<file path="src/rtl/core/assert_macros.svh">
// ----------------------------------------------------------------------------
// assert_macros.svh
// Shared concurrent assertion macros for the core RTL.
// ----------------------------------------------------------------------------
`ifndef ASSERT_MACROS_SVH
`define ASSERT_MACROS_SVH

// Same-cycle implication, disabled during reset.
`define ASSERT_IMPLIES(label, clk, rst, ante, cons) \
   label: assert property (@(posedge clk) disable iff (rst) (ante) |-> (cons)) \
      else $error("assertion failed: same-cycle implication");

// Next-cycle implication, disabled during reset.
`define ASSERT_NEXT(label, clk, rst, ante, cons) \
   label: assert property (@(posedge clk) disable iff (rst) (ante) |=> (cons)) \
      else $error("assertion failed: next-cycle implication");

`endif

</file>
<file path="src/rtl/core/rsld_pkg.sv">
// ----------------------------------------------------------------------------
// rsld_pkg
// Types and constants shared by the safe longitudinal distance core.
// ----------------------------------------------------------------------------
package rsld_pkg;

   localparam int SPD_W   = 16;           // speed, time and acceleration words
   localparam int NUM_W   = 37;           // divider dividend / quotient width
   localparam int DEN_W   = 16;           // divider divisor width
   localparam int LANES   = 3;
   localparam int LANE_TRAVEL = 0;
   localparam int LANE_REAR   = 1;
   localparam int LANE_FRONT  = 2;
   localparam int PREP_STAGES = 5;

   localparam logic [31:0] GAP_MAX = 32'h7FFF_FFFF;
   localparam logic [31:0] GAP_MIN = 32'h8000_0000;

   typedef enum logic [2:0] {
      CSR_REAR_SPEED_CAP   = 3'd0,
      CSR_REACTION_TIME    = 3'd1,
      CSR_REAR_ACCEL_LIMIT = 3'd2,
      CSR_REAR_BRAKE_MIN   = 3'd3,
      CSR_FRONT_BRAKE_MAX  = 3'd4
   } csr_index_type;

   typedef struct packed {
      logic [SPD_W-1:0] rear_speed_cap;
      logic [SPD_W-1:0] reaction_time;
      logic [SPD_W-1:0] rear_accel_limit;
      logic [SPD_W-1:0] rear_brake_min;
      logic [SPD_W-1:0] front_brake_max;
   } cfg_type;

   typedef struct packed {
      logic [15:0] front_speed;
      logic [15:0] rear_speed;
   } req_type;

   typedef struct packed {
      logic signed [31:0] safe_gap;
      logic               gap_error;
   } rsp_type;

   typedef logic [LANES-1:0][NUM_W-1:0] lane_num_type;
   typedef logic [LANES-1:0][DEN_W-1:0] lane_den_type;

   typedef struct packed {
      lane_num_type num;
      lane_den_type den;
   } div_item_type;

   typedef struct packed {
      lane_num_type quo;
   } quo_type;

endpackage

</file>
<file path="src/rtl/core/rsld_sat.sv">
// ----------------------------------------------------------------------------
// rsld_sat
// Output stage: combine the three distance terms, saturate, flag errors.
// ----------------------------------------------------------------------------
module rsld_sat
   import rsld_pkg::*;
(
   input  logic    clock,
   input  logic    reset,
   input  cfg_type cfg,
   input  logic    in_valid,
   output logic    in_ready,
   input  quo_type in_data,
   output logic    out_valid,
   input  logic    out_ready,
   output rsp_type out_data
);

   logic        valid_ff;
   rsp_type     data_ff, data_in;
   logic [38:0] sum;
   logic [7:0]  top;

   assign in_ready = !valid_ff || out_ready;

   always_comb begin
      sum = {2'b0, in_data.quo[LANE_TRAVEL]} + {2'b0, in_data.quo[LANE_REAR]}
          - {2'b0, in_data.quo[LANE_FRONT]};
      top = sum[38:31];
      data_in.safe_gap  = sum[31:0];
      data_in.gap_error = 1'b0;
      if (cfg.rear_brake_min == '0) begin
         data_in.safe_gap  = GAP_MAX;
         data_in.gap_error = 1'b1;
      end else if (cfg.front_brake_max == '0) begin
         data_in.safe_gap  = GAP_MIN;
         data_in.gap_error = 1'b1;
      end else if (top != '0 && top != '1) begin
         // clamp toward the sign of the wide sum
         data_in.safe_gap  = sum[38] ? GAP_MIN : GAP_MAX;
         data_in.gap_error = 1'b1;
      end
   end

   always_ff @(posedge clock) begin
      if (reset) begin
         valid_ff <= 1'b0;
      end else if (in_ready) begin
         valid_ff <= in_valid;
      end
   end

   always_ff @(posedge clock) begin
      if (in_ready && in_valid) begin
         data_ff <= data_in;
      end
   end

   assign out_valid = valid_ff;
   assign out_data  = data_ff;

endmodule

</file>
<file path="config.mk">
export PLATFORM = sky130hd
export DESIGN_NAME = rsld_sat
export DESIGN_NICKNAME = d
export VERILOG_FILES = /design/src/rtl/core/assert_macros.svh /design/src/rtl/core/rsld_pkg.sv /design/src/rtl/core/rsld_sat.sv
export SDC_FILE = /design/constraint.sdc
export NUM_CORES = 1
export LEC_CHECK = 0
export BUFFER_PORTS_ARGS = -buffer_cell sky130_fd_sc_hd__buf_4
export CORE_ASPECT_RATIO = 1.5
export CORE_MARGIN = 8
export CORE_UTILIZATION = 53
export DETAILED_ROUTE_END_ITERATION = 7
export PLACE_DENSITY = 0.88
export SYNTH_ARGS = -nofsm -noshare
export SYNTH_HDL_FRONTEND = slang
export SYNTH_SLANG_ARGS = --single-unit
</file>
<file path="constraint.sdc">
create_clock -name clock -period 9.2 [get_ports clock]
set_input_delay 1.84 -clock clock [delete_from_list [all_inputs] [get_ports clock]]
set_output_delay 1.84 -clock clock [all_outputs]
set_load 0.02 [all_outputs]
</file>
==> results.txt <==
The flow ran to the end, and the final reports show no timing, DRC or antenna violations. The remaining antenna violation count after routing came out at 0. The initial antenna violation count was 0. Measured along the x axis, the die boundary spans 96.7 um.

In this run the worst setup path terminates at out_data[0]$_SDFFCE_PP1P_. The mapped netlist covers 5180 sq um. At the end of routability-driven placement, the weighted congestion stood at 0.819. The count of non-filler cells in the finished layout came out at 903.

The first global-routing pass estimated 23.8 mm of wire. Worst IR drop on VDD: 0.000124 V. The static leakage was 3.35 nW.

The tools report the sort of element at the end of the critical path as a flop. The shortest period the worst path allows works out to 5860 ps. The number of setup violations in the final report was 0.

The worst register-to-register path begins at out_valid$_SDFFE_PP0N_. The share of the clock period used by the worst path is 0.637, and the distinct cell type count after synthesis is 58. The CTS buffer count was 5; the area enclosed by the die boundary was 13300 sq um. The clock latency on the worst-skew pair was 280 ps. The tools report the count of pins over their slew limit as 0. TritonCTS built the clock tree. The total overflow reported by the global router is 0, and the count of port buffers added during placement is 181.

For the post-cts repair resize count, the log shows 0. The number of global-route vias before repair is 5220, and the number of synthesized flops with an enable pin is 33. The most critical setup path has its startpoint at in_data[1]. The maximum root-to-sink buffer count came out at 2. The cell row count was 44. In this run the power density over the cells is 146 nW/um^2. The global-route total usage across every layer is 0.213. In this run the worst path has a maximum fanout of 32. The number of warnings reported in the yosys synthesis log was 0; the average footprint of a synthesized cell was 8.33 sq um. Measured in cells, the most critical reg-to-reg path has a length of 3. The number of max-capacitance violations reported was 0. The tools report the number of nets in the final layout as 1058. Setup repair after global routing left no endpoint under its margin.

The number of instances in the synthesized netlist was 622. The run gives 0.0349 as the global-route met3 utilization. The flip-flop cell with the highest count after synthesis was sky130_fd_sc_hd__edfxtp_1. The delay of the slowest cell on the worst path is 590 ps, and the sum of net half-perimeters after detailed placement is 12.6 mm.

The average vias per placed instance was 5.53. Relative max-transition margin: 0.644. Setup TNS after final layout: 0 ps.

At the placement stage, the worst setup path has a slack of 3110 ps. In this run the critical register-to-register path is captured at out_data[9]$_SDFFCE_PN1P_. The proportion of synthesized flip-flops having asynchronous set or reset is 0, and the met2 track utilization from global routing is 0.397.

The instance count along the most critical hold path came out at 2. The worst-case setup margin in the final layout is 3340 ps. The tools report the number of optimization iterations in the first detailed-route pass as 6. On the final layout, the worst clock skew is 2.99 ps.

The average wire length per cell after detail routing is 16.0 um. The total buffers and inverters traversed by the critical path is 4. The area added between synthesis and finish works out to 29.6%. The highest-delay cell along the critical path is sky130_fd_sc_hd__fa_1. Traced cell by cell, the critical path runs through buf_4 -> inv_1 -> fa_1 -> inv_1 -> ha_1 -> a21o_1 -> nand4_1 -> a211o_1 -> a2111oi_4 -> nor2_2 -> o311ai_4 -> nand4_1 -> a2111oi_4 -> a22oi_2 -> buf_4 -> or3_1. In this run the post-CTS setup repair buffer count came out at 0. The run gives 2 as the CTS H-tree depth.

After filler insertion, the fill cell instance count of the layout stands at 783. Count of endpoints failing hold in the final timing report: 0. The detailed router placed 4996 vias in this run.

At the worst endpoint, the arrival time is 5880 ps. The tools report the CTS sink count as 34. The clock slew at the register clock pins of the worst setup and hold paths was 50 ps.

The kind of start point of the critical path is an input pin. After detailed routing, the number of remaining DRC violations is 0. The run gives 896 as the number of placed instances, taps included. For the maximum operating frequency, the log shows 171 MHz.

After routing the design area is 6710 sq um. The utilization after layout was 0.700; the actual transition at the worst max-transition pin was 535 ps. The sequential fraction of the synthesis area was 0.195. For the effective utilization at floorplan, the log shows 0.541.

Once placement finished, the instance area stood at 6580 sq um. The kind of critical path was input pin to flop. The post-synth net total was 892.

Pin placement for this block handled 230 I/O pins. The repair_antennas step left the layout with diodes totalling 0. For this block, the initial DRC count from the detailed router was 157. In this run the number of cells on the critical path is 16. After global routing, the most crowded layer is met2.

Setup slack on the worst reg-to-reg path comes out at 7910 ps. The met1 global-route usage was 0.237; the worst path required time was 9210 ps. The number of hold buffers added after CTS was 0. The CTS root buffer was sky130_fd_sc_hd__clkbuf_16. Entering global routing, the biggest net connects 34 pins. For the total wirelength of the detailed-routed design, the log shows 14.5 mm.

Path category of the worst min-delay check: flop to flop. After floorplanning, the core was sized to cover 9580 sq um. The fraction of layout instances using a drive strength above 1 was 0.287.

Kind of cell adding the most delay to the critical path: compound AO/OA/AOI/OAI gates. The synthesis-stage register bit count works out to 34. The die outline height is 137 um.
through the flow:
step	total power, W	hold slack (ps)
final	0.000979	537
after global routing	0.00105	569
after CTS	0.000980	547
after detailed placement	0.000824	540
after global placement	0.000807	498
after floorplan	0.000642	729
layout make-up:
| class | count | area [sq um] | share of cell area |
|---|---|---|---|
| multi-input cells | 409 | 3460 | 0.516 |
| well taps | 115 | 144 | 0.0214 |
| flip-flops and latches | 34 | 1010 | 0.151 |
| inverters | 153 | 574 | 0.0856 |
| clock buffers | 7 | 133 | 0.0198 |
| repair buffers | 185 | 1390 | 0.207 |
flip-flops by register name (all words and copies together), names as in the netlist:
name and flops:
out_data 33, out_valid 1
synth_stat cells, types with 6 or more instances:
library cell | n | share of area
sky130_fd_sc_hd__o21ai_0 | 22 | 0.021
sky130_fd_sc_hd__a21oi_1 | 48 | 0.046
sky130_fd_sc_hd__clkbuf_1 | 18 | 0.013
sky130_fd_sc_hd__or3_1 | 7 | 0.0085
sky130_fd_sc_hd__fa_1 | 37 | 0.14
sky130_fd_sc_hd__inv_1 | 153 | 0.11
sky130_fd_sc_hd__a31oi_1 | 6 | 0.0072
sky130_fd_sc_hd__nor4_1 | 9 | 0.011
sky130_fd_sc_hd__ha_1 | 38 | 0.092
sky130_fd_sc_hd__xnor2_1 | 11 | 0.019
sky130_fd_sc_hd__o21ai_1 | 7 | 0.0068
sky130_fd_sc_hd__xor2_1 | 19 | 0.032
sky130_fd_sc_hd__o31ai_2 | 27 | 0.065
sky130_fd_sc_hd__a21o_1 | 12 | 0.017
sky130_fd_sc_hd__edfxtp_1 | 33 | 0.19
sky130_fd_sc_hd__nor2_1 | 26 | 0.019
sky130_fd_sc_hd__nand2_1 | 47 | 0.034
sky130_fd_sc_hd__nand4_1 | 17 | 0.021
cells by family (layout without fill, tap and decap cells):
logic type	after synthesis	count (layout)	share of synthesized area
compound gates	165	165	0.247
xor+xnor	30	30	0.0507
fa+ha+maj	75	75	0.235
buf+inv	179	345	0.137
flops	34	34	0.195
mux	3	3	0.00580
simple gates	136	136	0.130
worst min-delay path by stage:
| stage | startpoint | to |
|---|---|---|
| 4_1_cts | out_valid$_SDFFE_PP0N_ | out_valid$_SDFFE_PP0N_ |
| 6_report | out_valid$_SDFFE_PP0N_ | out_valid$_SDFFE_PP0N_ |
| 3_3_place_gp | out_valid$_SDFFE_PP0N_ | out_valid$_SDFFE_PP0N_ |
| 3_5_place_dp | out_valid$_SDFFE_PP0N_ | out_valid$_SDFFE_PP0N_ |
| 5_1_grt | out_valid$_SDFFE_PP0N_ | out_valid$_SDFFE_PP0N_ |
| 2_1_floorplan | out_valid$_SDFFE_PP0N_ | out_valid$_SDFFE_PP0N_ |
power breakdown:
part	internal, W	switching (W)
clock	0.0000987	0.0000553
sequential	0.000197	0.00000531
combinational	0.000253	0.000369
worst reg2reg max path: cells and delay by family (launching register included):
family	cells	cell delay (ps)
buffers and inverters	1	370
and+or+nand+nor	2	250
DFF	1	310
layout by cell type (no fill, tap or decap), drive strengths merged, types with 3 or more instances in the layout:
cell type  synthesis  layout
buf                8     185
inv              153     153
a21oi             48      48
nand2             47      47
ha                38      38
fa                37      37
edfxtp            33      33
o31ai             30      30
o21ai             29      29
nor2              27      27
xor2              19      19
nand4             17      17
a21o              12      12
xnor2             11      11
nor4              10      10
or3                7       7
a31oi              7       7
clkbuf            18       7
nand2b             5       5
o211ai             5       5
o21a               5       5
nor3               5       5
o21bai             5       5
a211oi             4       4
and3               4       4
nand3              4       4
mux2i              3       3
routing by layer:
metal | part of all wire | routed length [um]
met1 | 0.38 | 5500
met2 | 0.54 | 7840
met3 | 0.055 | 800
met4 | 0.023 | 335
met5 | 0 | 0
No activity file was read; power rests on OpenSTA's default activity.
